File: src/rtl/core/kdlp_pkg.sv
// package for the key debounce and long-press unit
// holds sizes, per-key step and status codes, register indexes and the key command struct
// no dependencies
`timescale 1ns / 1ps
`default_nettype none

package kdlp_pkg;

    // number of key machines and the width of each delay counter
    localparam int NUM_KEYS    = 4;
    localparam int DELAY_WIDTH = 16;

    // keys shown on the result ports
    localparam int OUT_KEYS    = 4;

    // configuration port
    localparam int CFG_IDX_W   = 2;
    localparam int CFG_DATA_W  = 16;
    localparam int TICKS_W     = 16;

    localparam logic [TICKS_W-1:0]  DEBOUNCE_RESET   = TICKS_W'(20);
    localparam logic [TICKS_W-1:0]  LONG_PRESS_RESET = TICKS_W'(2000);
    localparam logic [OUT_KEYS-1:0] INVERT_RESET     = OUT_KEYS'(12);

    // input transaction kinds
    localparam logic KIND_SCAN = 1'b0;
    localparam logic KIND_TICK = 1'b1;

    typedef enum logic [CFG_IDX_W-1:0] {
        CFG_DEBOUNCE   = 2'd0,
        CFG_LONG_PRESS = 2'd1,
        CFG_INVERT     = 2'd2
    } t_cfg_reg;

    // per-key machine steps
    typedef enum logic [2:0] {
        STEP_IDLE     = 3'd0,
        STEP_DEBOUNCE = 3'd1,
        STEP_CLICK    = 3'd2,
        STEP_HELD     = 3'd4,
        STEP_LONG1    = 3'd5,
        STEP_LONG2    = 3'd6
    } t_step;

    // reported status codes
    typedef enum logic [2:0] {
        STAT_NONE        = 3'd0,
        STAT_CLICK       = 3'd1,
        STAT_DOWN        = 3'd2,
        STAT_UP          = 3'd3,
        STAT_LONG_FIRST  = 3'd4,
        STAT_LONG_SECOND = 3'd5
    } t_status;

    // what one accepted transaction asks of a key machine
    typedef struct packed {
        logic scan;
        logic tick;
        logic pressed;
    } t_key_cmd;

endpackage

`default_nettype wire

File: src/rtl/core/kdlp_key.sv
// one key machine: debounce, click, held down and two long-press stages
// depends on kdlp_pkg
`timescale 1ns / 1ps
`default_nettype none

module kdlp_key
    import kdlp_pkg::*;
(
    input  wire logic                   i_clk,
    input  wire logic                   i_rst_n,
    input  wire t_key_cmd               i_cmd,
    input  wire logic [DELAY_WIDTH-1:0] i_debounce_ticks,
    input  wire logic [DELAY_WIDTH-1:0] i_long_press_ticks,
    output t_status                     o_status,
    output logic                        o_enabled
);

    t_step                  r_step,      n_step;
    logic [DELAY_WIDTH-1:0] r_countdown, n_countdown;
    t_status                r_status,    n_status;
    logic                   r_enabled,   n_enabled;
    logic                   w_cd_zero;

    assign w_cd_zero = (r_countdown == '0);

    always_comb begin
        n_step      = r_step;
        n_countdown = r_countdown;
        n_status    = r_status;
        n_enabled   = r_enabled;
        if (i_cmd.tick) begin
            if (!w_cd_zero) begin
                n_countdown = r_countdown - DELAY_WIDTH'(1);
            end
        end else if (i_cmd.scan) begin
            unique case (r_step)
                STEP_IDLE: begin
                    if (i_cmd.pressed) begin
                        n_enabled   = 1'b1;
                        n_countdown = i_debounce_ticks;
                        n_step      = STEP_DEBOUNCE;
                    end else begin
                        n_status  = STAT_NONE;
                        n_enabled = 1'b0;
                    end
                end
                STEP_DEBOUNCE: begin
                    if (w_cd_zero) begin
                        if (i_cmd.pressed) begin
                            n_status = STAT_CLICK;
                            n_step   = STEP_CLICK;
                        end else begin
                            n_status  = STAT_NONE;
                            n_enabled = 1'b0;
                            n_step    = STEP_IDLE;
                        end
                    end
                end
                STEP_CLICK: begin
                    if (!i_cmd.pressed) begin
                        n_status  = STAT_UP;
                        n_enabled = 1'b0;
                        n_step    = STEP_IDLE;
                    end else begin
                        n_status    = STAT_DOWN;
                        n_countdown = i_long_press_ticks;
                        n_enabled   = 1'b1;
                        n_step      = STEP_HELD;
                    end
                end
                STEP_HELD: begin
                    if (i_cmd.pressed && w_cd_zero) begin
                        n_status    = STAT_LONG_FIRST;
                        n_countdown = i_long_press_ticks;
                        n_step      = STEP_LONG1;
                    end else if (!i_cmd.pressed) begin
                        n_status  = STAT_UP;
                        n_enabled = 1'b0;
                        n_step    = STEP_IDLE;
                    end
                end
                STEP_LONG1: begin
                    if (i_cmd.pressed && w_cd_zero) begin
                        n_status  = STAT_LONG_SECOND;
                        n_enabled = 1'b0;
                        n_step    = STEP_LONG2;
                    end else if (!i_cmd.pressed) begin
                        n_status  = STAT_NONE;
                        n_enabled = 1'b0;
                        n_step    = STEP_IDLE;
                    end
                end
                STEP_LONG2: begin
                    if (!i_cmd.pressed) begin
                        n_status  = STAT_NONE;
                        n_enabled = 1'b0;
                        n_step    = STEP_IDLE;
                    end
                end
                default: begin
                    // unreachable codes hold
                end
            endcase
        end
    end

    always_ff @(posedge i_clk) begin
        if (!i_rst_n) begin
            r_step      <= STEP_IDLE;
            r_countdown <= '0;
            r_status    <= STAT_NONE;
            r_enabled   <= 1'b1;
        end else begin
            r_step      <= n_step;
            r_countdown <= n_countdown;
            r_status    <= n_status;
            r_enabled   <= n_enabled;
        end
    end

    assign o_status  = r_status;
    assign o_enabled = r_enabled;

endmodule

`default_nettype wire

File: src/rtl/core/key_debounce_long_press_unit.sv
// top level of the key debounce and long-press unit: handshakes, config registers, key machines
// depends on kdlp_pkg and kdlp_key
`timescale 1ns / 1ps
`default_nettype none

// usage
// - input channel (i_in_valid / o_in_ready): each transaction is either a scan
//   (i_kind 0) carrying the raw pin levels of four keys, or a one-millisecond
//   tick (i_kind 1) that counts every key's delay counter down toward zero
// - result channel (o_out_valid / i_out_ready): one transaction per accepted
//   input, carrying each key's status code and the enable mask as they stand
//   after that input
// - config channel (i_cfg_valid / o_cfg_ready): index 0 debounce ticks,
//   1 long-press ticks, 2 invert mask; other indexes are dropped; always ready
// - result timing: the result is registered and shows in the cycle after the input is accepted
// - throughput: one transaction per cycle while results are taken, set by the single state
//   update of the per-key machines; the key state registers double as the result register
// - stall: while a result waits and the receiver holds i_out_ready low,
//   o_in_ready is low; input flows again in the cycle the result is taken
// - reset (i_rst_n low, synchronous): key machines idle, counters zero,
//   statuses none, enables set, config back to 20 / 2000 / 4'b1100, no result
//   pending
module key_debounce_long_press_unit
    import kdlp_pkg::*;
(
    input  wire logic                  i_clk,
    input  wire logic                  i_rst_n,
    // input transactions
    input  wire logic                  i_in_valid,
    output logic                       o_in_ready,
    input  wire logic                  i_kind,
    input  wire logic [OUT_KEYS-1:0]   i_pin_levels,
    // result transactions
    output logic                       o_out_valid,
    input  wire logic                  i_out_ready,
    output logic [2:0]                 o_status_key0,
    output logic [2:0]                 o_status_key1,
    output logic [2:0]                 o_status_key2,
    output logic [2:0]                 o_status_key3,
    output logic [OUT_KEYS-1:0]        o_enable_mask,
    // configuration writes
    input  wire logic                  i_cfg_valid,
    output logic                       o_cfg_ready,
    input  wire logic [CFG_IDX_W-1:0]  i_cfg_index,
    input  wire logic [CFG_DATA_W-1:0] i_cfg_data
);

    localparam int ACTIVE_KEYS = (NUM_KEYS < OUT_KEYS) ? NUM_KEYS : OUT_KEYS;

    logic [TICKS_W-1:0]  r_debounce_ticks;
    logic [TICKS_W-1:0]  r_long_press_ticks;
    logic [OUT_KEYS-1:0] r_invert_mask;
    logic                r_out_valid;

    logic                   w_in_accept;
    logic                   w_cfg_accept;
    logic [OUT_KEYS-1:0]    w_pressed;
    logic [DELAY_WIDTH-1:0] w_debounce_load;
    logic [DELAY_WIDTH-1:0] w_long_load;
    t_status                w_status [OUT_KEYS];
    logic [OUT_KEYS-1:0]    w_enabled;

    // the key state only moves on an accepted transaction, and that only
    // happens while the result slot is empty or being drained
    assign o_in_ready   = !r_out_valid || i_out_ready;
    assign w_in_accept  = i_in_valid && o_in_ready;
    assign o_cfg_ready  = 1'b1;
    assign w_cfg_accept = i_cfg_valid;

    // level after polarity fix; low means pressed
    assign w_pressed = ~(i_pin_levels ^ r_invert_mask);

    // counters take the delay at their own width
    assign w_debounce_load = DELAY_WIDTH'(r_debounce_ticks);
    assign w_long_load     = DELAY_WIDTH'(r_long_press_ticks);

    // configuration registers
    always_ff @(posedge i_clk) begin
        if (!i_rst_n) begin
            r_debounce_ticks   <= DEBOUNCE_RESET;
            r_long_press_ticks <= LONG_PRESS_RESET;
            r_invert_mask      <= INVERT_RESET;
        end else if (w_cfg_accept) begin
            unique case (t_cfg_reg'(i_cfg_index))
                CFG_DEBOUNCE:   r_debounce_ticks   <= TICKS_W'(i_cfg_data);
                CFG_LONG_PRESS: r_long_press_ticks <= TICKS_W'(i_cfg_data);
                CFG_INVERT:     r_invert_mask      <= i_cfg_data[OUT_KEYS-1:0];
                default: begin
                    // unknown index, write dropped
                end
            endcase
        end
    end

    // result pending flag
    always_ff @(posedge i_clk) begin
        if (!i_rst_n) begin
            r_out_valid <= 1'b0;
        end else if (w_in_accept) begin
            r_out_valid <= 1'b1;
        end else if (i_out_ready) begin
            r_out_valid <= 1'b0;
        end
    end

    // one machine per reported key; keys past the ports would never show,
    // and reported keys without a machine read as zero
    for (genvar k = 0; k < OUT_KEYS; k++) begin : g_key
        if (k < ACTIVE_KEYS) begin : g_on
            t_key_cmd w_cmd;

            assign w_cmd.scan    = w_in_accept && (i_kind == KIND_SCAN);
            assign w_cmd.tick    = w_in_accept && (i_kind == KIND_TICK);
            assign w_cmd.pressed = w_pressed[k];

            kdlp_key u_key (
                .i_clk              (i_clk),
                .i_rst_n            (i_rst_n),
                .i_cmd              (w_cmd),
                .i_debounce_ticks   (w_debounce_load),
                .i_long_press_ticks (w_long_load),
                .o_status           (w_status[k]),
                .o_enabled          (w_enabled[k])
            );
        end else begin : g_off
            assign w_status[k]  = STAT_NONE;
            assign w_enabled[k] = 1'b0;
        end
    end

    assign o_out_valid   = r_out_valid;
    assign o_status_key0 = w_status[0];
    assign o_status_key1 = w_status[1];
    assign o_status_key2 = w_status[2];
    assign o_status_key3 = w_status[3];
    assign o_enable_mask = w_enabled;

endmodule

`default_nettype wire

File: config.mk
export PLATFORM = sky130hd
export DESIGN_NAME = key_debounce_long_press_unit
export DESIGN_NICKNAME = d
export VERILOG_FILES = /design/src/rtl/core/kdlp_pkg.sv /design/src/rtl/core/kdlp_key.sv /design/src/rtl/core/key_debounce_long_press_unit.sv
export SDC_FILE = /design/constraint.sdc
export NUM_CORES = 1
export LEC_CHECK = 0
export ABC_CLOCK_PERIOD_IN_PS = 2900
export BUFFER_PORTS_ARGS = -buffer_cell sky130_fd_sc_hd__buf_2
export CAP_MARGIN = 20
export CORE_MARGIN = 10
export CORE_UTILIZATION = 62
export DETAILED_ROUTE_END_ITERATION = 7
export PLACE_DENSITY = 0.91
export SKIP_CTS_REPAIR_TIMING = 1
export SLEW_MARGIN = 20
export SYNTH_ARGS = -nofsm -noshare
export SYNTH_HDL_FRONTEND = slang
export SYNTH_SLANG_ARGS = --single-unit
File: constraint.sdc
create_clock -name i_clk -period 2.9 [get_ports i_clk]
set_input_delay 0.145 -clock i_clk [delete_from_list [all_inputs] [get_ports i_clk]]
set_output_delay 0.145 -clock i_clk [all_outputs]
set_load 0.005 [all_outputs]
==> report_table.html, run 1 <==
<table>
<tr><th>Metric</th><th>Value</th></tr>
<tr><th colspan="2">Synth</th></tr>
<tr><td>Multiplexer area fraction after synthesis</td><td>9.05%</td></tr>
<tr><td>Largest area contributor in the synthesized netlist</td><td>sky130_fd_sc_hd__dfxtp_1</td></tr>
<tr><td>Post-Syn Area</td><td>8190 µm²</td></tr>
<tr><td>EDFF count, synth</td><td>0</td></tr>
<tr><td>#FFs+latches synth</td><td>129</td></tr>
<tr><td>Synth top area share</td><td>31.5%</td></tr>
<tr><td>Distinct cell type count after synthesis</td><td>72</td></tr>
<tr><td>Synth top cells by count</td><td>sky130_fd_sc_hd__nand2_1, sky130_fd_sc_hd__a21oi_1, sky130_fd_sc_hd__dfxtp_1, sky130_fd_sc_hd__o21ai_0, sky130_fd_sc_hd__nor2_1</td></tr>
<tr><td>Gate count after technology mapping</td><td>1111</td></tr>
<tr><td>Fraction of the mapped netlist area in simple logic gates</td><td>26.4%</td></tr>
<tr><td>Syn nets</td><td>1147</td></tr>
<tr><td>Most instantiated library cell after synthesis</td><td>sky130_fd_sc_hd__nand2_1</td></tr>
<tr><td>Biggest area contributors in the synthesized netlist</td><td>sky130_fd_sc_hd__dfxtp_1, sky130_fd_sc_hd__mux2i_1, sky130_fd_sc_hd__a21oi_1</td></tr>
<tr><td>Xor/xnor cell area share of the yosys netlist</td><td>1.39%</td></tr>
<tr><td>Area fraction in compound gates after synthesis</td><td>24.8%</td></tr>
<tr><td>Sequential area share after synthesis</td><td>31.5%</td></tr>
<tr><td>Synthesized-area fraction occupied by adder cells</td><td>1.22%</td></tr>
<tr><td>Count of synthesis-stage warnings from yosys</td><td>0</td></tr>
<tr><td>Post-Synthesis Mean Instance Area</td><td>7.37 µm²</td></tr>
<tr><td>Async set-or-reset flop fraction in the synthesized netlist</td><td>0%</td></tr>
<tr><td>Main synth FF type</td><td>sky130_fd_sc_hd__dfxtp_1</td></tr>
<tr><td>Dominant combinational cell family by area after synthesis</td><td>simple AND/OR/NAND/NOR gates</td></tr>
<tr><th colspan="2">Global route</th></tr>
<tr><td>Initial antenna violation count</td><td>0</td></tr>
<tr><td>All-layer global routing usage</td><td>27.3%</td></tr>
<tr><td>Via count of the first global-routing pass</td><td>8222</td></tr>
<tr><td>Remaining global-route overflow</td><td>0</td></tr>
<tr><td>First-pass GRT wire length</td><td>41.1 mm</td></tr>
<tr><td>Maximum number of pins on one net before global-route repair</td><td>88</td></tr>
<tr><th colspan="2">Power</th></tr>
<tr><td>Fraction of power spent switching nets</td><td>35.8%</td></tr>
<tr><td>Worst vdd ir</td><td>0.000484 V</td></tr>
<tr><td>Net load switching power</td><td>2.21 mW</td></tr>
<tr><td>Overall power after layout</td><td>6.18 mW</td></tr>
<tr><td>Internal power contribution</td><td>3.96 mW</td></tr>
<tr><td>Leakage component of the power</td><td>3.33 nW</td></tr>
<tr><td>Part of the total power dissipated in combinational logic</td><td>30.8%</td></tr>
<tr><td>Part of the total power dissipated in the clock network</td><td>35.6%</td></tr>
<tr><td>Sequential Power Share</td><td>33.6%</td></tr>
<tr><td>PwrDens</td><td>668 nW/µm²</td></tr>
<tr><th colspan="2">Clock network</th></tr>
<tr><td>CTS Sinks</td><td>129</td></tr>
<tr><td>Later-pin clock latency in the skew report</td><td>0.43 ns</td></tr>
<tr><td>Clock Root Buffer</td><td>sky130_fd_sc_hd__clkbuf_16</td></tr>
<tr><td>Clock buffer count from CTS</td><td>17</td></tr>
<tr><td>CTS tree</td><td>yes</td></tr>
<tr><td>Maximum count of clock buffers along a single path</td><td>2</td></tr>
<tr><td>Register clock-pin slew on the reported worst setup and hold paths</td><td>0.06 ns</td></tr>
<tr><td>Count of H-tree levels built during CTS</td><td>4</td></tr>
<tr><th colspan="2">Floorplanning</th></tr>
<tr><td>Initial core utilization</td><td>64.1%</td></tr>
<tr><td># IOs</td><td>47</td></tr>
<tr><td>Die Span Y</td><td>135 µm</td></tr>
<tr><td>DIE AREA</td><td>18200 µm²</td></tr>
<tr><td>Die boundary width</td><td>135 µm</td></tr>
<tr><td>Std-Cell Core Area</td><td>12800 µm²</td></tr>
<tr><td>Row count</td><td>41</td></tr>
<tr><th colspan="2">Detailed routing</th></tr>
<tr><td>Remaining routing DRC violations</td><td>0</td></tr>
<tr><td>First-pass iteration count of the detailed router</td><td>7</td></tr>
<tr><td>Number of nets with antenna violations after detailed routing</td><td>0</td></tr>
<tr><td>Via-per-instance ratio</td><td>6.78</td></tr>
<tr><td>Post-Route WL</td><td>25.6 mm</td></tr>
<tr><td>Mean routed wirelength per cell</td><td>19.4 µm</td></tr>
<tr><td>Total number of vias</td><td>8941</td></tr>
<tr><td>Iteration-0 DRC count of the detailed router</td><td>1211</td></tr>
<tr><th colspan="2">Flow run</th></tr>
<tr><td>Number of maximum-capacitance constraint violations</td><td>0</td></tr>
<tr><th colspan="2">Finish</th></tr>
<tr><td>Area grow syn2layout</td><td>12.9%</td></tr>
<tr><td>Final Core Density</td><td>72.3%</td></tr>
<tr><td>Fraction of layout instances using a drive strength above 1</td><td>12.4%</td></tr>
<tr><td>Net total in the final layout</td><td>1170</td></tr>
<tr><th colspan="2">Run status</th></tr>
<tr><td>Violations in the final reports</td><td>negative hold slack</td></tr>
<tr><td>Status</td><td>complete, but fails checks</td></tr>
<tr><th colspan="2">STA</th></tr>
<tr><td>Final setup fails</td><td>0</td></tr>
<tr><td>Setup TNS</td><td>0 ns</td></tr>
<tr><td>Final Max Slew Viols</td><td>0</td></tr>
<tr><td>Minimum hold slack</td><td>-0.000783 ns</td></tr>
<tr><td>Minimum period implied by the final worst setup slack</td><td>2.70 ns</td></tr>
<tr><td>Number of hold-slack violations in the final timing report</td><td>1</td></tr>
<tr><td>Portion of the clock cycle consumed by the worst path in the final layout</td><td>93.3%</td></tr>
<tr><td>RSZ-0062 raised after global routing</td><td>no</td></tr>
<tr><td>Clock tree skew after final layout</td><td>0.00626 ns</td></tr>
<tr><td>Slew at the pin closest to its max-slew limit</td><td>1.05 ns</td></tr>
<tr><td>Achievable clock frequency</td><td>0.370 GHz</td></tr>
<tr><td>Relative slew slack</td><td>29.8%</td></tr>
<tr><th colspan="2">Setup path</th></tr>
<tr><td>WP data arrival</td><td>3.06 ns</td></tr>
<tr><td>Type of element capturing the critical path</td><td>flip-flop</td></tr>
<tr><td>Family with the most delay on the worst path</td><td>simple AND/OR/NAND/NOR gates</td></tr>
<tr><td>Cells along the critical path</td><td>inv_1, ha_1, nor4b_2, nand4_1, nor4_2, or3_1, o21ai_0, o22ai_1</td></tr>
<tr><td>Crit Path Max Fanout</td><td>14</td></tr>
<tr><td>Worst setup SP type</td><td>flip-flop</td></tr>
<tr><td>Library cell contributing the largest single delay on the critical path</td><td>sky130_fd_sc_hd__or3_1</td></tr>
<tr><td>Category of the most critical setup path</td><td>reg -&gt; reg</td></tr>
<tr><td>Delay of the slowest cell on the worst path</td><td>0.54 ns</td></tr>
<tr><td>Req. time, crit path</td><td>3.26 ns</td></tr>
<tr><td>Number of buffers and inverters on the critical path</td><td>1</td></tr>
<tr><th colspan="2">Placement</th></tr>
<tr><td>Hpwl dp</td><td>16.2 mm</td></tr>
<tr><td>Routability congestion estimate from global placement</td><td>0.950</td></tr>
<tr><td>Buffers on Ports</td><td>45</td></tr>
<tr><th colspan="2">Hold path</th></tr>
<tr><td>Min-Delay Path Class</td><td>in -&gt; reg</td></tr>
</table>
[worst reg2reg max path: stages, from the launching register on]
cell and delay (ns):
sky130_fd_sc_hd__dfxtp_1 0.34, sky130_fd_sc_hd__inv_1 0.10, sky130_fd_sc_hd__ha_1 0.14, sky130_fd_sc_hd__nor4b_2 0.30
sky130_fd_sc_hd__nand4_1 0.41, sky130_fd_sc_hd__nor4_2 0.42, sky130_fd_sc_hd__or3_1 0.54, sky130_fd_sc_hd__o21ai_0 0.21
sky130_fd_sc_hd__o22ai_1 0.17
[layer usage]
layer  share of wire (%)  wire length, µm  GRT usage (%)
met2                  46            11700           42.5
met1                  39             9890           33.3
met5                   0                0              0
met4                 4.1             1040           13.5
met3                  11             2940           8.42
[cell type report]
cell class / count / area [µm²]
clock inverters: 5 / 75.1
well taps: 172 / 215
inverters: 21 / 78.8
flip-flops and latches: 129 / 2580
repair buffers: 88 / 591
diodes: 1 / 2.50
clock buffers: 25 / 515
multi-input cells: 877 / 5180
fillers: 906 / 3530
[flip-flops by register name, summed over array words and instances, names as in the netlist]
register / flops
g_key.g_on.u_key.r_countdown: 64
g_key.g_on.u_key.o_enabled: 4
r_long_press_ticks: 16
r_debounce_ticks: 16
g_key.g_on.u_key.o_status: 12
g_key.g_on.u_key.r_step: 12
r_invert_mask: 4
o_out_valid: 1
[placed cells by master (no fill, tap or decap), types with 7 or more instances in the layout]
| cell type | count |
|---|---|
| sky130_fd_sc_hd__clkbuf_16 | 17 |
| sky130_fd_sc_hd__o21ai_1 | 26 |
| sky130_fd_sc_hd__a31oi_1 | 11 |
| sky130_fd_sc_hd__xnor2_1 | 7 |
| sky130_fd_sc_hd__nor3_2 | 7 |
| sky130_fd_sc_hd__dfxtp_1 | 129 |
| sky130_fd_sc_hd__buf_2 | 45 |
| sky130_fd_sc_hd__nor2_1 | 84 |
| sky130_fd_sc_hd__nand3_1 | 40 |
| sky130_fd_sc_hd__inv_1 | 19 |
| sky130_fd_sc_hd__a21oi_1 | 147 |
| sky130_fd_sc_hd__nand2_1 | 158 |
| sky130_fd_sc_hd__nand4_1 | 10 |
| sky130_fd_sc_hd__dlygate4sd3_1 | 12 |
| sky130_fd_sc_hd__buf_4 | 30 |
| sky130_fd_sc_hd__or4_1 | 8 |
| sky130_fd_sc_hd__o21ai_0 | 85 |
| sky130_fd_sc_hd__o22ai_1 | 19 |
| sky130_fd_sc_hd__a211o_1 | 12 |
| sky130_fd_sc_hd__o211ai_1 | 7 |
| sky130_fd_sc_hd__nor2b_1 | 8 |
| sky130_fd_sc_hd__nor3_1 | 37 |
| sky130_fd_sc_hd__mux2i_1 | 74 |
| sky130_fd_sc_hd__ha_1 | 8 |
| sky130_fd_sc_hd__and3_1 | 8 |
| sky130_fd_sc_hd__nor4_1 | 11 |
| sky130_fd_sc_hd__or3_1 | 8 |
| sky130_fd_sc_hd__nand2b_1 | 11 |
[through the flow]
step                cell area, µm²  hold slack [ns]  instances  setup slack [ns]
floorplan                     8190            0.266       1111             0.787
global placement              8520            0.368       1275             0.390
detailed placement            8520            0.374       1275             0.194
CTS                           9110          -0.0474       1305             0.191
global route                  9240           0.0114       1317            0.0241
finish                        9240        -0.000783       1318             0.195
[path summary, 6_finish.rpt]
kind | slack, ns | end | from | depth (start not counted)
worst max register to register | 0.20 | g_key[2].g_on.u_key.r_countdown[15] | g_key[2].g_on.u_key.r_countdown[0] | 8
worst min-delay path | -0.0008 | r_long_press_ticks[3] | i_cfg_data[3] | 3
worst min register to register | 0.47 | g_key[0].g_on.u_key.o_status[2] | g_key[0].g_on.u_key.o_status[2] | 2
worst max-delay path | 0.20 | g_key[2].g_on.u_key.r_countdown[15] | g_key[2].g_on.u_key.r_countdown[0] | 8
[logic make-up after synthesis]
family	after synthesis
other cells	1
buf+inv	105
fa+ha+maj	8
mux	74
simple gates	432
xor+xnor	13
compound gates	349
flops	129
[power by group through the flow]
stage                     logic (mW)  clock network, mW  registers (mW)
final                           1.90               2.20            2.07
after global routing            2.07               2.25            2.09
after CTS                       1.83               2.17            2.07
after detailed placement        1.78                  0            2.10
after global placement          1.73                  0            2.09
after floorplan                 1.37                  0            2.05
(Power assumes the default switching activity.)
==> run 2: changes to the inputs <==
--- a/config.mk
+++ b/config.mk
@@ -8,9 +8,10 @@
 export ABC_CLOCK_PERIOD_IN_PS = 2900
 export BUFFER_PORTS_ARGS = -buffer_cell sky130_fd_sc_hd__buf_2
 export CAP_MARGIN = 20
-export CORE_MARGIN = 10
+export CORE_MARGIN = 2
 export CORE_UTILIZATION = 62
 export DETAILED_ROUTE_END_ITERATION = 7
+export MAX_ROUTING_LAYER = met4
 export PLACE_DENSITY = 0.91
 export SKIP_CTS_REPAIR_TIMING = 1
 export SLEW_MARGIN = 20
==> report_table.html, run 2 (synthesized netlist as in run 1, its figures left out) <==
<table>
<tr><th>Metric</th><th>Value</th></tr>
<tr><th colspan="2">Global route</th></tr>
<tr><td>Maximum number of pins on one net before global-route repair</td><td>77 (-13%)</td></tr>
<tr><td>Initial antenna violation count</td><td>0 (unchanged)</td></tr>
<tr><td>First-pass GRT wire length</td><td>39.1 mm (-4.7%)</td></tr>
<tr><td>Via count of the first global-routing pass</td><td>7957 (-3.2%)</td></tr>
<tr><td>Remaining global-route overflow</td><td>0 (unchanged)</td></tr>
<tr><td>All-layer global routing usage</td><td>34.9% (+7.6 points)</td></tr>
<tr><th colspan="2">Finish</th></tr>
<tr><td>Fraction of layout instances using a drive strength above 1</td><td>11.8% (-0.57 points)</td></tr>
<tr><td>Area grow syn2layout</td><td>12.9% (about the same)</td></tr>
<tr><td>Leading cell type in the layout, fill and taps excluded</td><td>sky130_fd_sc_hd__nand2_1</td></tr>
<tr><td>Commonest cells after routing, fill and taps aside</td><td>sky130_fd_sc_hd__nand2_1, sky130_fd_sc_hd__a21oi_1, sky130_fd_sc_hd__dfxtp_1</td></tr>
<tr><td>Number of filler instances in the final layout</td><td>982 (+8.4%)</td></tr>
<tr><td>Reg area</td><td>2580 µm² (unchanged)</td></tr>
<tr><td>Number of non-filler instances in the completed layout</td><td>1314 (-0.30%)</td></tr>
<tr><td>Net total in the final layout</td><td>1165 (-0.43%)</td></tr>
<tr><td>Final Core Density</td><td>72.4% (about the same)</td></tr>
<tr><td>Number of flip-flops under the largest register name</td><td>64 (unchanged)</td></tr>
<tr><td>Area of the multi-input gates</td><td>5170 µm² (-0.27%)</td></tr>
<tr><td>Registers with the most flip-flops</td><td>g_key.g_on.u_key.r_countdown x64, r_debounce_ticks x16, r_long_press_ticks x16</td></tr>
<tr><td>Largest register by flop count</td><td>g_key.g_on.u_key.r_countdown</td></tr>
<tr><th colspan="2">STA</th></tr>
<tr><td>Slew at the pin closest to its max-slew limit</td><td>1.04 ns (-0.0130 ns)</td></tr>
<tr><td>Final Max Slew Viols</td><td>0 (unchanged)</td></tr>
<tr><td>Setup TNS</td><td>0 ns (unchanged)</td></tr>
<tr><td>Portion of the clock cycle consumed by the worst path in the final layout</td><td>88.3% (-5.0 points)</td></tr>
<tr><td>Number of hold-slack violations in the final timing report</td><td>0 (-1)</td></tr>
<tr><td>Final setup fails</td><td>0 (unchanged)</td></tr>
<tr><td>Achievable clock frequency</td><td>0.390 GHz (+5.6%)</td></tr>
<tr><td>Relative slew slack</td><td>30.7% (+0.87 points)</td></tr>
<tr><td>Clock tree skew after final layout</td><td>0.00713 ns (+0.000872 ns)</td></tr>
<tr><td>Minimum period implied by the final worst setup slack</td><td>2.56 ns (-0.144 ns)</td></tr>
<tr><td>RSZ-0062 raised after global routing</td><td>no</td></tr>
<tr><th colspan="2">Clock network</th></tr>
<tr><td>Later-pin clock latency in the skew report</td><td>0.43 ns (about the same)</td></tr>
<tr><td>Register clock-pin slew on the reported worst setup and hold paths</td><td>0.06 ns (about the same)</td></tr>
<tr><td>Count of H-tree levels built during CTS</td><td>4 (unchanged)</td></tr>
<tr><td>Clock buffer count from CTS</td><td>17 (unchanged)</td></tr>
<tr><td>Maximum count of clock buffers along a single path</td><td>2 (unchanged)</td></tr>
<tr><td>CTS tree</td><td>yes</td></tr>
<tr><td>Clock Root Buffer</td><td>sky130_fd_sc_hd__clkbuf_16</td></tr>
<tr><td>CTS Sinks</td><td>129 (unchanged)</td></tr>
<tr><th colspan="2">Detailed routing</th></tr>
<tr><td>Met3 wire length</td><td>2.52 mm (-14%)</td></tr>
<tr><td>Mean routed wirelength per cell</td><td>18.6 µm (-4.2%)</td></tr>
<tr><td>Iteration-0 DRC count of the detailed router</td><td>1372 (+13%)</td></tr>
<tr><td>Via-per-instance ratio</td><td>6.65 (-2.0%)</td></tr>
<tr><td>Total number of vias</td><td>8738 (-2.3%)</td></tr>
<tr><td>Number of nets with antenna violations after detailed routing</td><td>0 (unchanged)</td></tr>
<tr><td>Routed length on met1</td><td>9.84 mm (-0.48%)</td></tr>
<tr><td>Remaining routing DRC violations</td><td>0 (unchanged)</td></tr>
<tr><td>First-pass iteration count of the detailed router</td><td>7 (unchanged)</td></tr>
<tr><td>Post-Route WL</td><td>24.4 mm (-4.5%)</td></tr>
<tr><td>Met2 layer wire length in the routed design</td><td>11.0 mm (-6.1%)</td></tr>
<tr><td>Highest metal layer used by the detailed router</td><td>met4</td></tr>
<tr><th colspan="2">Placement</th></tr>
<tr><td>Routability congestion estimate from global placement</td><td>1.00 (+5.6%)</td></tr>
<tr><td>Buffers on Ports</td><td>45 (unchanged)</td></tr>
<tr><td># placed instances</td><td>1266 (-0.71%)</td></tr>
<tr><td>Hpwl dp</td><td>15.6 mm (-3.6%)</td></tr>
<tr><th colspan="2">Power</th></tr>
<tr><td>Worst vdd ir</td><td>0.000626 V (+29%)</td></tr>
<tr><td>Leakage component of the power</td><td>3.31 nW (-0.55%)</td></tr>
<tr><td>PwrDens</td><td>670 nW/µm² (+0.19%)</td></tr>
<tr><th colspan="2">Flow run</th></tr>
<tr><td>Number of maximum-capacitance constraint violations</td><td>0 (unchanged)</td></tr>
<tr><th colspan="2">Setup path</th></tr>
<tr><td>Delay of the slowest cell on the worst path</td><td>0.43 ns (-0.11 ns)</td></tr>
<tr><td>Req. time, crit path</td><td>3.26 ns (about the same)</td></tr>
<tr><td>Cells along the critical path</td><td>inv_1, ha_1, nor4b_1, and4_1, o22ai_1, nor2_2, buf_4, o21ai_0, a21oi_1</td></tr>
<tr><td>Worst setup SP type</td><td>flip-flop</td></tr>
<tr><td>Crit Path Max Fanout</td><td>10 (-4)</td></tr>
<tr><td>Category of the most critical setup path</td><td>reg -&gt; reg</td></tr>
<tr><td>Type of element capturing the critical path</td><td>flip-flop</td></tr>
<tr><td>WP data arrival</td><td>2.92 ns (-0.14 ns)</td></tr>
<tr><td>Library cell contributing the largest single delay on the critical path</td><td>sky130_fd_sc_hd__and4_1</td></tr>
<tr><th colspan="2">Floorplanning</th></tr>
<tr><td>Std-Cell Core Area</td><td>12800 µm² (unchanged)</td></tr>
<tr><td>Row count</td><td>41 (unchanged)</td></tr>
<tr><td># IOs</td><td>47 (unchanged)</td></tr>
<tr><td>DIE AREA</td><td>14100 µm² (-22%)</td></tr>
<tr><td>Die boundary width</td><td>119 µm (-12%)</td></tr>
<tr><td>Die Span Y</td><td>119 µm (-12%)</td></tr>
<tr><td>Initial core utilization</td><td>64.1% (unchanged)</td></tr>
<tr><th colspan="2">Run status</th></tr>
<tr><td>Status</td><td>finished clean</td></tr>
<tr><th colspan="2">Hold path</th></tr>
<tr><td>Min-Delay Path Class</td><td>in -&gt; reg</td></tr>
</table>
## run 2: critical path, delay by kind of cell (launching register included)
family | cells | cell delay, ns
and+or+nand+nor | 3 | 1.14
AOI/OAI and AO/OA | 3 | 0.43
buffers and inverters | 2 | 0.39
DFF | 1 | 0.34
adders and majority gates | 1 | 0.18
## run 2: layout make-up
| class | count | area share [%] |
|---|---|---|
| sequential | 129 | 27.9 |
| tap | 172 | 2.33 |
| clock buffer | 19 | 4.79 |
| inverter | 21 | 0.853 |
| timing repair buffer | 83 | 6.36 |
| clock inverter | 12 | 1.79 |
| multi-input combinational | 877 | 55.9 |
| antenna | 1 | 0.0271 |
## run 2: report_power, final
group	internal [mW]	switching, mW	leakage [nW]
registers	1.90	0.185	1.05
clock network	1.44	0.823	0.298
logic	0.661	1.18	1.97
total	4.00	2.19	3.31
## run 2: through the flow
step | power [mW] | instance area [µm²] | setup slack, ns | hold WS, ns
final | 6.19 | 9240 | 0.339 | 0.0414
after global routing | 6.45 | 9240 | 0.0403 | 0.0558
after CTS | 6.09 | 9080 | 0.445 | -0.0605
after detailed placement | 3.84 | 8470 | 0.496 | 0.380
after global placement | 3.79 | 8470 | 0.549 | 0.373
after floorplan | 3.41 | 8190 | 0.787 | 0.266
## run 2: path summary, 6_finish.rpt
kind / start / endpoint / slack, ns / cells past startpoint
setup / recovery: g_key[1].g_on.u_key.r_countdown[0] / g_key[1].g_on.u_key.r_countdown[13] / 0.34 / 9
hold / removal: i_in_valid / o_out_valid / 0.04 / 3
setup reg to reg: g_key[1].g_on.u_key.r_countdown[0] / g_key[1].g_on.u_key.r_countdown[13] / 0.34 / 9
hold reg to reg: g_key[2].g_on.u_key.o_status[0] / g_key[2].g_on.u_key.o_status[0] / 0.47 / 2
## run 2: layer usage
| layer | GRT usage, % | up-vias |
|---|---|---|
| met5 | - | - |
| met4 | 17.1 | 0 |
| met3 | 7.61 | 103 |
| met2 | 51.9 | 535 |
| met1 | 45.0 | 4028 |
| li1 | - | 4072 |
==> run 3: changes to the inputs <==
--- a/config.mk
+++ b/config.mk
@@ -9,10 +9,11 @@
 export BUFFER_PORTS_ARGS = -buffer_cell sky130_fd_sc_hd__buf_2
 export CAP_MARGIN = 20
 export CORE_MARGIN = 2
-export CORE_UTILIZATION = 62
+export CORE_UTILIZATION = 35
 export DETAILED_ROUTE_END_ITERATION = 7
 export MAX_ROUTING_LAYER = met4
-export PLACE_DENSITY = 0.91
+export PLACE_DENSITY = 0.61
+export SETUP_SLACK_MARGIN = 0.4
 export SKIP_CTS_REPAIR_TIMING = 1
 export SLEW_MARGIN = 20
 export SYNTH_ARGS = -nofsm -noshare
==> report_table.html, run 3 (synthesized netlist as in run 1, its figures left out) <==
<table>
<tr><th>Metric</th><th>Value</th></tr>
<tr><th colspan="2">Power</th></tr>
<tr><td>Leakage component of the power</td><td>3.32 nW (+0.14%)</td></tr>
<tr><td>Worst vdd ir</td><td>0.000332 V (-47%)</td></tr>
<tr><td>Overall power after layout</td><td>6.04 mW (-2.4%)</td></tr>
<tr><td>PwrDens</td><td>638 nW/µm² (-4.7%)</td></tr>
<tr><th colspan="2">Finish</th></tr>
<tr><td>Diode count</td><td>0 (-1)</td></tr>
<tr><td>Net total in the final layout</td><td>1174 (+0.77%)</td></tr>
<tr><td>Fraction of layout instances using a drive strength above 1</td><td>13.0% (+1.2 points)</td></tr>
<tr><td>Largest register by flop count</td><td>g_key.g_on.u_key.r_countdown</td></tr>
<tr><td>Commonest cells after routing, fill and taps aside</td><td>sky130_fd_sc_hd__nand2_1, sky130_fd_sc_hd__a21oi_1, sky130_fd_sc_hd__dfxtp_1</td></tr>
<tr><td>Registers with the most flip-flops</td><td>g_key.g_on.u_key.r_countdown x64, r_debounce_ticks x16, r_long_press_ticks x16</td></tr>
<tr><td>Number of flip-flops under the largest register name</td><td>64 (unchanged)</td></tr>
<tr><td>Final Core Density</td><td>41.5% (-31 points)</td></tr>
<tr><td>Leading cell type in the layout, fill and taps excluded</td><td>sky130_fd_sc_hd__nand2_1</td></tr>
<tr><td>Area grow syn2layout</td><td>15.5%</td></tr>
<tr><th colspan="2">Detailed routing</th></tr>
<tr><td>Post-Route WL</td><td>25.3 mm (+3.6%)</td></tr>
<tr><td>Via-per-instance ratio</td><td>5.66 (-15%)</td></tr>
<tr><td>Mean routed wirelength per cell</td><td>17.3 µm (-7.0%)</td></tr>
<tr><td>First-pass iteration count of the detailed router</td><td>5 (-2)</td></tr>
<tr><td>Number of nets with antenna violations after detailed routing</td><td>0 (unchanged)</td></tr>
<tr><td>Total number of vias</td><td>8290 (-5.1%)</td></tr>
<tr><td>Remaining routing DRC violations</td><td>0 (unchanged)</td></tr>
<tr><td>Iteration-0 DRC count of the detailed router</td><td>792 (-42%)</td></tr>
<tr><th colspan="2">Clock network</th></tr>
<tr><td>Count of H-tree levels built during CTS</td><td>4 (unchanged)</td></tr>
<tr><td>Later-pin clock latency in the skew report</td><td>0.44 ns (about the same)</td></tr>
<tr><td>Register clock-pin slew on the reported worst setup and hold paths</td><td>0.06 ns (about the same)</td></tr>
<tr><td>Clock buffer count from CTS</td><td>17 (unchanged)</td></tr>
<tr><td>CTS tree</td><td>yes</td></tr>
<tr><td>Maximum count of clock buffers along a single path</td><td>2 (unchanged)</td></tr>
<tr><td>Clock Root Buffer</td><td>sky130_fd_sc_hd__clkbuf_16</td></tr>
<tr><td>CTS Sinks</td><td>129 (unchanged)</td></tr>
<tr><th colspan="2">Floorplanning</th></tr>
<tr><td>Die Span Y</td><td>157 µm (+32%)</td></tr>
<tr><td>Std-Cell Core Area</td><td>22800 µm² (+78%)</td></tr>
<tr><td>DIE AREA</td><td>24600 µm² (+74%)</td></tr>
<tr><td>Initial core utilization</td><td>35.9% (-28 points)</td></tr>
<tr><td># IOs</td><td>47 (unchanged)</td></tr>
<tr><td>Row count</td><td>55 (+34%)</td></tr>
<tr><td>Die boundary width</td><td>157 µm (+32%)</td></tr>
<tr><th colspan="2">STA</th></tr>
<tr><td>RSZ-0062 raised after global routing</td><td>no</td></tr>
<tr><td>Minimum period implied by the final worst setup slack</td><td>2.45 ns (-0.111 ns)</td></tr>
<tr><td>Relative slew slack</td><td>27.4% (-3.2 points)</td></tr>
<tr><td>Portion of the clock cycle consumed by the worst path in the final layout</td><td>84.5% (-3.8 points)</td></tr>
<tr><td>Clock tree skew after final layout</td><td>0.00983 ns (+0.00270 ns)</td></tr>
<tr><td>Final setup fails</td><td>0 (unchanged)</td></tr>
<tr><td>Number of hold-slack violations in the final timing report</td><td>0 (unchanged)</td></tr>
<tr><td>Achievable clock frequency</td><td>0.408 GHz (+4.5%)</td></tr>
<tr><td>Final Max Slew Viols</td><td>0 (unchanged)</td></tr>
<tr><td>Slew at the pin closest to its max-slew limit</td><td>1.08 ns (+0.0481 ns)</td></tr>
<tr><td>Setup TNS</td><td>0 ns (unchanged)</td></tr>
<tr><th colspan="2">Hold path</th></tr>
<tr><td>Min-Delay Endpoint</td><td>r_long_press_ticks[2]</td></tr>
<tr><td>Min-Delay Path Class</td><td>in -&gt; reg</td></tr>
<tr><td>Hold path startpoint</td><td>i_cfg_data[2]</td></tr>
<tr><td>Cell depth of the worst min-delay path</td><td>3 (unchanged)</td></tr>
<tr><th colspan="2">Global route</th></tr>
<tr><td>Initial antenna violation count</td><td>0 (unchanged)</td></tr>
<tr><td>Maximum number of pins on one net before global-route repair</td><td>80 (+3.9%)</td></tr>
<tr><td>First-pass GRT wire length</td><td>40.5 mm (+3.4%)</td></tr>
<tr><td>Remaining global-route overflow</td><td>0 (unchanged)</td></tr>
<tr><td>Via count of the first global-routing pass</td><td>7390 (-7.1%)</td></tr>
<tr><td>All-layer global routing usage</td><td>21.4% (-13 points)</td></tr>
<tr><th colspan="2">Setup path</th></tr>
<tr><td>Worst flop-to-flop path startpoint</td><td>g_key[3].g_on.u_key.r_countdown[2]</td></tr>
<tr><td>Family with the most delay on the worst path</td><td>simple AND/OR/NAND/NOR gates</td></tr>
<tr><td>Library cell contributing the largest single delay on the critical path</td><td>sky130_fd_sc_hd__nor4_1</td></tr>
<tr><td>Delay of the slowest cell on the worst path</td><td>0.57 ns (+0.14 ns)</td></tr>
<tr><td>Worst setup SP type</td><td>flip-flop</td></tr>
<tr><td>Req. time, crit path</td><td>3.23 ns (-0.03 ns)</td></tr>
<tr><td>Critical path startpoint</td><td>g_key[3].g_on.u_key.r_countdown[2]</td></tr>
<tr><td>Number of buffers and inverters on the critical path</td><td>2 (unchanged)</td></tr>
<tr><td>Cells along the critical path</td><td>nor4_1, buf_4, nand4_1, o22ai_1, o211ai_1, buf_12, or3_1, and3_1</td></tr>
<tr><td>Crit Path Max Fanout</td><td>29 (+19)</td></tr>
<tr><td>WP data arrival</td><td>2.78 ns (-0.14 ns)</td></tr>
<tr><td>R2r setup slk</td><td>0.45 ns (+0.11 ns)</td></tr>
<tr><td>Category of the most critical setup path</td><td>reg -&gt; reg</td></tr>
<tr><td>Number of cells on the worst reg-to-reg path</td><td>8 (-1)</td></tr>
<tr><td>Type of element capturing the critical path</td><td>flip-flop</td></tr>
<tr><td>Capture instance of the worst register-to-register path</td><td>g_key[3].g_on.u_key.r_countdown[5]</td></tr>
<tr><th colspan="2">Placement</th></tr>
<tr><td>Hpwl dp</td><td>17.4 mm (+11%)</td></tr>
<tr><td>Routability congestion estimate from global placement</td><td>0.863 (-14%)</td></tr>
<tr><td>Buffers on Ports</td><td>45 (unchanged)</td></tr>
<tr><th colspan="2">Run status</th></tr>
<tr><td>Status</td><td>finished clean</td></tr>
<tr><th colspan="2">Flow run</th></tr>
<tr><td>Number of maximum-capacitance constraint violations</td><td>0 (unchanged)</td></tr>
</table>
## run 3: power breakdown
part           internal (mW)  leakage, nW  total, mW  switching (mW)
clock                   1.19        0.256       2.08           0.895
combinational          0.704         2.02       1.88            1.18
sequential              1.90         1.05       2.07           0.178
total                   3.79         3.32       6.04            2.25
## run 3: worst max path at each step
stage,cells past startpoint,to
2_1_floorplan,8,g_key[1].g_on.u_key.r_countdown[14]
3_3_place_gp,8,g_key[2].g_on.u_key.r_countdown[0]
3_5_place_dp,8,g_key[2].g_on.u_key.r_countdown[0]
4_1_cts,8,g_key[2].g_on.u_key.r_countdown[0]
5_1_grt,9,g_key[2].g_on.u_key.r_countdown[14]
6_report,8,g_key[3].g_on.u_key.r_countdown[5]
## run 3: per-stage QoR
stage	std cells	cell area [µm²]	setup slack (ns)	hold WS, ns
after floorplan	1111	8190	0.787	0.266
after global placement	1415	8720	0.390	0.371
after detailed placement	1415	8720	0.263	0.374
after CTS	1447	9280	0.225	-0.0737
after global routing	1464	9460	0.402	0.0263
final	1464	9460	0.450	0.0130
## run 3: metal layers
metal	track usage (%)	wire (µm)	vias to the layer above
met1	30.4	12300	3909
met3	3.44	1530	35
met2	31.2	11000	256
met4	6.55	488	0
met5	-	0	-
li1	-	-	4090
## run 3: worst reg2reg max path, cell delays in order (launching register included)
cell                       delay (ns)
sky130_fd_sc_hd__dfxtp_1         0.36
sky130_fd_sc_hd__nor4_1          0.57
sky130_fd_sc_hd__buf_4           0.22
sky130_fd_sc_hd__nand4_1         0.12
sky130_fd_sc_hd__o22ai_1         0.16
sky130_fd_sc_hd__o211ai_1        0.15
sky130_fd_sc_hd__buf_12          0.20
sky130_fd_sc_hd__or3_1           0.38
sky130_fd_sc_hd__and3_1          0.18
## run 3: layout make-up
type	count	area (µm²)
clock buffer	18	429
fill	2368	13300
tap	313	392
inverter	21	78.8
multi-input combinational	877	5190
clock inverter	14	133
timing repair buffer	92	653
sequential	129	2580
